$ cat src/rtl/rpn_pkg.sv
// Shared types, command and status codes and helpers of the RPN calculator.
`timescale 1ns / 1ps
`default_nettype none
package rpn_pkg;

  localparam logic [3:0] MODE_PUSH  = 4'd0;
  localparam logic [3:0] MODE_ADD   = 4'd1;
  localparam logic [3:0] MODE_SUB   = 4'd2;
  localparam logic [3:0] MODE_MUL   = 4'd3;
  localparam logic [3:0] MODE_DIV   = 4'd4;
  localparam logic [3:0] MODE_MOD   = 4'd5;
  localparam logic [3:0] MODE_PEEK  = 4'd6;
  localparam logic [3:0] MODE_DUP   = 4'd7;
  localparam logic [3:0] MODE_SWAP  = 4'd8;
  localparam logic [3:0] MODE_CLEAR = 4'd9;
  localparam logic [3:0] MODE_POP   = 4'd10;
  localparam logic [3:0] MODE_STORE = 4'd11;
  localparam logic [3:0] MODE_LOAD  = 4'd12;

  localparam logic [2:0] ST_OK         = 3'd0;
  localparam logic [2:0] ST_FULL       = 3'd1;
  localparam logic [2:0] ST_EMPTY      = 3'd2;
  localparam logic [2:0] ST_ZERO_DIV   = 3'd3;
  localparam logic [2:0] ST_UNKNOWN    = 3'd4;
  localparam logic [2:0] ST_TABLE_FULL = 3'd5;

  localparam int DVD_W   = 48;
  localparam int DVS_W   = 32;
  localparam int DIV_N_W = 6;

  typedef struct packed {
    logic        [3:0]  mode;
    logic signed [31:0] operand;
    logic        [7:0]  letter;
  } rpn_in_t;

  typedef struct packed {
    logic signed [31:0] result;
    logic               has_result;
    logic        [2:0]  status;
  } rpn_out_t;

  function automatic logic [31:0] sat49(input logic [48:0] v);
    logic [31:0] r;
    if (!v[48] && (|v[47:31])) r = 32'h7FFF_FFFF;
    else if (v[48] && !(&v[47:31])) r = 32'h8000_0000;
    else r = v[31:0];
    return r;
  endfunction

endpackage
`default_nettype wire

$ cat src/rtl/rpn_div.sv
// Restoring unsigned divider, one quotient bit per cycle.
`timescale 1ns / 1ps
`default_nettype none
module rpn_div (
  input  wire logic                      clk,
  input  wire logic                      rst_n,
  input  wire logic                      start,
  input  wire logic [rpn_pkg::DVD_W-1:0] dvd,
  input  wire logic [rpn_pkg::DVS_W-1:0] dvs,
  output logic                           done,
  output logic      [rpn_pkg::DVD_W-1:0] quo,
  output logic      [rpn_pkg::DVS_W-1:0] rem
);
  import rpn_pkg::*;

  logic [DVD_W-1:0]   q_r;
  logic [DVS_W-1:0]   r_r;
  logic [DVS_W-1:0]   d_r;
  logic [DIV_N_W-1:0] n_r;
  logic               busy_r;
  logic               done_r;
  logic [DVS_W:0]     sh;
  logic [DVS_W+1:0]   diff;
  logic               ge;

  assign sh   = {r_r, q_r[DVD_W-1]};
  assign diff = {1'b0, sh} - {2'b00, d_r};
  assign ge   = !diff[DVS_W+1];

  always_ff @(posedge clk) begin
    if (!rst_n) begin
      busy_r <= 1'b0;
      done_r <= 1'b0;
      n_r    <= '0;
    end else begin
      done_r <= 1'b0;
      if (start) begin
        busy_r <= 1'b1;
        n_r    <= DIV_N_W'(DVD_W - 1);
      end else if (busy_r) begin
        n_r <= n_r - 1'b1;
        if (n_r == '0) begin
          busy_r <= 1'b0;
          done_r <= 1'b1;
        end
      end
    end
  end

  always_ff @(posedge clk) begin
    if (start) begin
      q_r <= dvd;
      r_r <= '0;
      d_r <= dvs;
    end else if (busy_r) begin
      q_r <= {q_r[DVD_W-2:0], ge};
      r_r <= ge ? diff[DVS_W-1:0] : sh[DVS_W-1:0];
    end
  end

  assign done = done_r;
  assign quo  = q_r;
  assign rem  = r_r;

endmodule
`default_nettype wire

$ cat config.mk
export PLATFORM = sky130hd
export DESIGN_NAME = rpn_div
export DESIGN_NICKNAME = d
export VERILOG_FILES = /design/src/rtl/rpn_pkg.sv /design/src/rtl/rpn_div.sv
export SDC_FILE = /design/constraint.sdc
export NUM_CORES = 1
export LEC_CHECK = 0
export BUFFER_PORTS_ARGS = -buffer_cell sky130_fd_sc_hd__buf_2
export CAP_MARGIN = 20
export CORE_ASPECT_RATIO = 1.1
export CORE_MARGIN = 8
export CORE_UTILIZATION = 42
export DETAILED_ROUTE_END_ITERATION = 16
export PLACE_DENSITY = 0.65
export SYNTH_ARGS = -nofsm -noshare
export SYNTH_HDL_FRONTEND = slang
export SYNTH_SLANG_ARGS = --single-unit
$ cat constraint.sdc
create_clock -name clk -period 7.9 [get_ports clk]
set_clock_uncertainty 0.15 [all_clocks]
set_input_delay 2.37 -clock clk [delete_from_list [all_inputs] [get_ports clk]]
set_output_delay 2.37 -clock clk [all_outputs]
set_load 0.01 [all_outputs]
# After elaboration in Yosys (flattened, before gate mapping)

Index checks and enable logic that the tools add are counted.

Add/subtract/negate cells: 2
Muxes and demuxes: 9
Bitwise logic cells: 2
Reductions and logical operators: 5

Operators by type and width:

| cell                                             | number |
|---|---|
| 2-to-1 mux 48 bit                                | 2 |
| subtractor 33 x 32 -> 34 bit                     | 1 |
| 2-to-1 mux 32 bit                                | 1 |
| 2-to-1 mux 6 bit                                 | 2 |
| logical NOT 6 bit                                | 1 |
| subtractor 6 x 1 -> 6 bit, second input constant | 1 |
| 2-to-1 mux 1 bit                                 | 4 |
| OR reduction 3 bit                               | 1 |
| inverter 1 bit                                   | 2 |
| nonzero test 2 bit                               | 1 |
| OR reduction 2 bit                               | 1 |
| logical NOT 1 bit                                | 1 |

Bits in registers: 120
Bits of input ports: 83
Output and inout port bits: 81
Word-level logic and storage cells: 25

# Longest topological paths before layout

Word-level depth: 4
Gate-level depth with buffers: 14
Gate-level depth less buffers: 13

# Worst setup path before layout

Ideal clock, no wire load.

Kind: input -> register
Start: input start
End: register q_r[0], in the netlist quo[0] (enable)
Setup time: 0.407 ns
Data arrival time: 3.910 ns
Path slack: 3.434 ns
Cell stages on the path: 4
Path buffers: 2
Path through: clkbuf_1 > inv_1 > clkbuf_1 > nand2_1

Longest elaborated chain between the ends: 1

RTL lines:

| element                             | line          | source |
|---|---|---|
| start: declaration                  | rpn_div.sv:7  | `input wire logic start,` |
| nonzero test 2 bit (no source line) | --            |  |
| end signal: assignment              | rpn_div.sv:52 | `q_r <= dvd;` |
| end signal: assignment              | rpn_div.sv:56 | `q_r <= {q_r[DVD_W-2:0], ge};` |
| end: declaration                    | rpn_div.sv:16 | `logic [DVD_W-1:0] q_r;` |

Every way passes these cells.
A chain may end at the register's enable or synchronous reset.

# Final worst setup path

Start: input start
End: register q_r[41], in the netlist quo[41] (enable)

Same word-level chain as after synthesis.

==> metrics list <==
- Run status: finished, final reports clean
- Number of cells upsized or downsized after cts: 0
- Max-cap violations in this run came to 0.
- Summed over all layers, the routed wires come to 15,600 um.
* Relative area change from synthesis to final layout: 23.7%
- The synthesized design contains 80 enable-type register cells.
* Slew Limit Headroom: 0.517
* Arrival time at the worst endpoint: 4.15 ns
- After detailed routing, the number of vias per cell comes to 5.22.
- During synthesis, Yosys emitted a total of 0 warnings.
* Highest net fanout along the worst path: 58
- The tree is rooted in a clkbuf_16.
* Flop and latch count out of synthesis: 120
- FMAX: 0.239 GHz
- After clock tree synthesis, the setup repair step added 0 buffers.
- Boundary Pins: 164
- Count of filler cells inserted in the layout: 1,372
* Die extent in y: 147 um
* P per Cell Area: 241 nW/um2
- Setup repair after global routing left no endpoint under its margin.
- For this run, the leading register cell type out of synthesis is edfxtp_1.
- For this block, the via count after detailed routing is 4,975.
* Async SR Flop Fraction: 0
- Fraction of layout instances using a drive strength above 1: 0.356
- Input and output buffers added on the ports amount to 163.
- In this run the worst hold path is classified as register to register.
- Summing all flip-flop and latch instances after layout gives 3200 um2.
* Share of the clock period used by the worst path: 0.530
* Max VDD drop: 0.151 mV
- The via count of the first global-routing pass is 5,259.
* Iter 0 DRT Violations: 290
* Post-synthesis instance area: 6570 um2
* Post-DR wirelength/cell: 16.4 um
- Across all hold checks on the routed design, the worst slack comes to 0.368 ns.
- The initial utilization of the core area, before any placement, comes to 0.424.
- The clock drives 120 sinks.
- Sequential cell area fraction in the yosys report: 0.488
- The final hold violation count is 0.
- First-pass iteration count of the detailed router: 4
* Leakage: 3.53 nW
- Once detailed placement completed, the half-perimeter wirelength came to 11,400 um.
- Fraction of post-synthesis cell area in the top cell type by area: 0.366
- The worst setup path is of the input port to register kind.
- Synthesized netlist net count: 700
- In this run the horizontal extent of the chip is 135 um.
- Leading post-synthesis cells by cell area: edfxtp_1, dfxtp_1, mux2_2
* Global route total overflow: 0
- The H-tree was split into 4 levels.
- Summing all multi-input logic gate instances after layout gives 3060 um2.
* Total routing usage reported by global routing: 0.162
- Post-Syn Instances: 582
- DRT antenna net count: 0
* Setup-failing EPs final: 0
* Core Rows: 48
- Mapped Avg Cell Area: 11.3 um2
- In this run, distinct cell masters in the synthesized netlist total 61.
- The congestion estimate from routability-driven global placement came to 0.884.
- The floorplan step defined a core boundary enclosing 15,500 um2.
- The repair_antennas step left the layout with diodes totalling 0.
* Data required time of the worst path: 7.86 ns
- Buffers inserted during clock tree synthesis total 17.
- Clock-pin slew was measured on the worst setup and hold paths at 0.06 ns.
* Setup TNS: 0 ns
* Initial antenna violation count: 0
* Nature of the critical path endpoint: register
* Maximum number of pins on one net before global-route repair: 63
* Cell type with the highest aggregate area in the netlist: edfxtp_1
* Number of nets in the layout: 858
- Total of hold buffers inserted after clock tree synthesis: 0
- Tightest Pin Transition: 0.725 ns
- The first global-routing pass estimated 26,000 um of wire.
- At the later pin of the worst-skew pair, clock insertion delay measures 0.41 ns.
- The die covers 19,900 um2.
- TritonCTS built the clock tree.
- For this run, design rule violations remaining after detail routing come to 0.
- Pins over their slew limit: 0
* Final period demand of the worst path: 4.19 ns
- STA classifies the critical path startpoint as an input port.
- Buffer depth of the longest clock path: 2
cells in the final DEF, fill, tap and decap left out, types with 4 or more instances in the layout:
cell type,n
buf_2,162
edfxtp_1,80
mux2_2,48
nor2_1,47
inv_1,39
dfxtp_1,39
ha_1,34
nand2_1,33
a21oi_1,31
a211oi_1,25
xor2_1,20
mux2i_1,20
clkbuf_16,17
xnor2_1,13
a21o_1,12
o21ai_0,11
o21ai_1,10
o211ai_1,9
nand3_1,8
nor3_1,6
nand4_1,6
a21boi_0,6
o21ai_2,4
a211oi_2,4
clkinvlp_4,4
cell usage after synthesis, types with 4 or more instances:
cell / number
mux2_2: 48
dfxtp_1: 40
mux2i_1: 20
nor3_1: 6
nor2_1: 47
nand2_1: 34
nand4_1: 6
inv_1: 39
o211ai_1: 9
xor2_1: 20
edfxtp_1: 80
xnor2_1: 13
clkbuf_1: 18
o21ai_1: 10
a211oi_1: 25
o21ai_2: 4
a21boi_0: 6
ha_1: 34
a21oi_1: 31
o21ai_0: 11
a21o_1: 12
nand3_1: 8
a211oi_2: 4
worst max-delay path, cell delays in order:
cell and delay [ns]:
buf_4 0.54, inv_1 0.38, nand2_2 0.53, buf_12 0.26
state kept, by name, summed over array words and instances, names as in the netlist:
name,flops
rem,32
d_r,32
n_r,6
done,1
quo,48
busy_r,1
area by class of cell:
class,instances,area share
Clock buffer,17,0.0523
Tap cell,200,0.0308
Sequential cell,120,0.394
Timing Repair Buffer,166,0.107
Clock inverter,15,0.0217
Inverter,40,0.0185
Multi-Input combinational cell,395,0.376
final timing paths:
kind	slack, ns	start	to	depth (start not counted)
worst min-delay path	0.37	rem[20]	rem[20]	2
worst min register to register	0.37	rem[20]	rem[20]	2
worst max register to register	4.57	quo[47]	rem[26]	13
worst max-delay path	3.71	start	quo[41]	4
cell families after synthesis:
group           count (synthesis)  share of synthesized area
fa+ha+maj                      35                     0.0678
xor+xnor                       33                     0.0440
compound gates                139                      0.155
mux                            68                      0.113
flops                         120                      0.488
simple gates                  120                     0.0851
buf+inv                        67                     0.0476
metal layers:
layer / track usage / vias up / routed length [um]
met4: 0.0634 / 0 / 333
met5: 0 / - / 0
met1: 0.192 / 2331 / 6880
met3: 0.0697 / 24 / 1350
met2: 0.251 / 159 / 7050
li1: - / 2461 / -
power breakdown:
part / switching (W) / total [W] / internal, W
Clock: 0.000289 / 0.000785 / 0.000496
Sequential: 0.0000408 / 0.000779 / 0.000738
Combinational: 0.000219 / 0.000393 / 0.000175
metrics by stage:
stage / util / instances / setup slack [ns] / total power (W) / instance area [um2]
CTS: 0.522 / 951 / 3.50 / 0.00198 / 8090
global placement: 0.483 / 919 / 3.14 / 0.00118 / 7490
floorplan: - / 582 / 3.43 / 0.00107 / 6570
finish: 0.525 / 953 / 3.71 / 0.00196 / 8130
detailed placement: 0.483 / 919 / 3.05 / 0.00118 / 7490
global route: 0.525 / 953 / 3.53 / 0.00206 / 8130
Power figures use the tool's default switching activity.
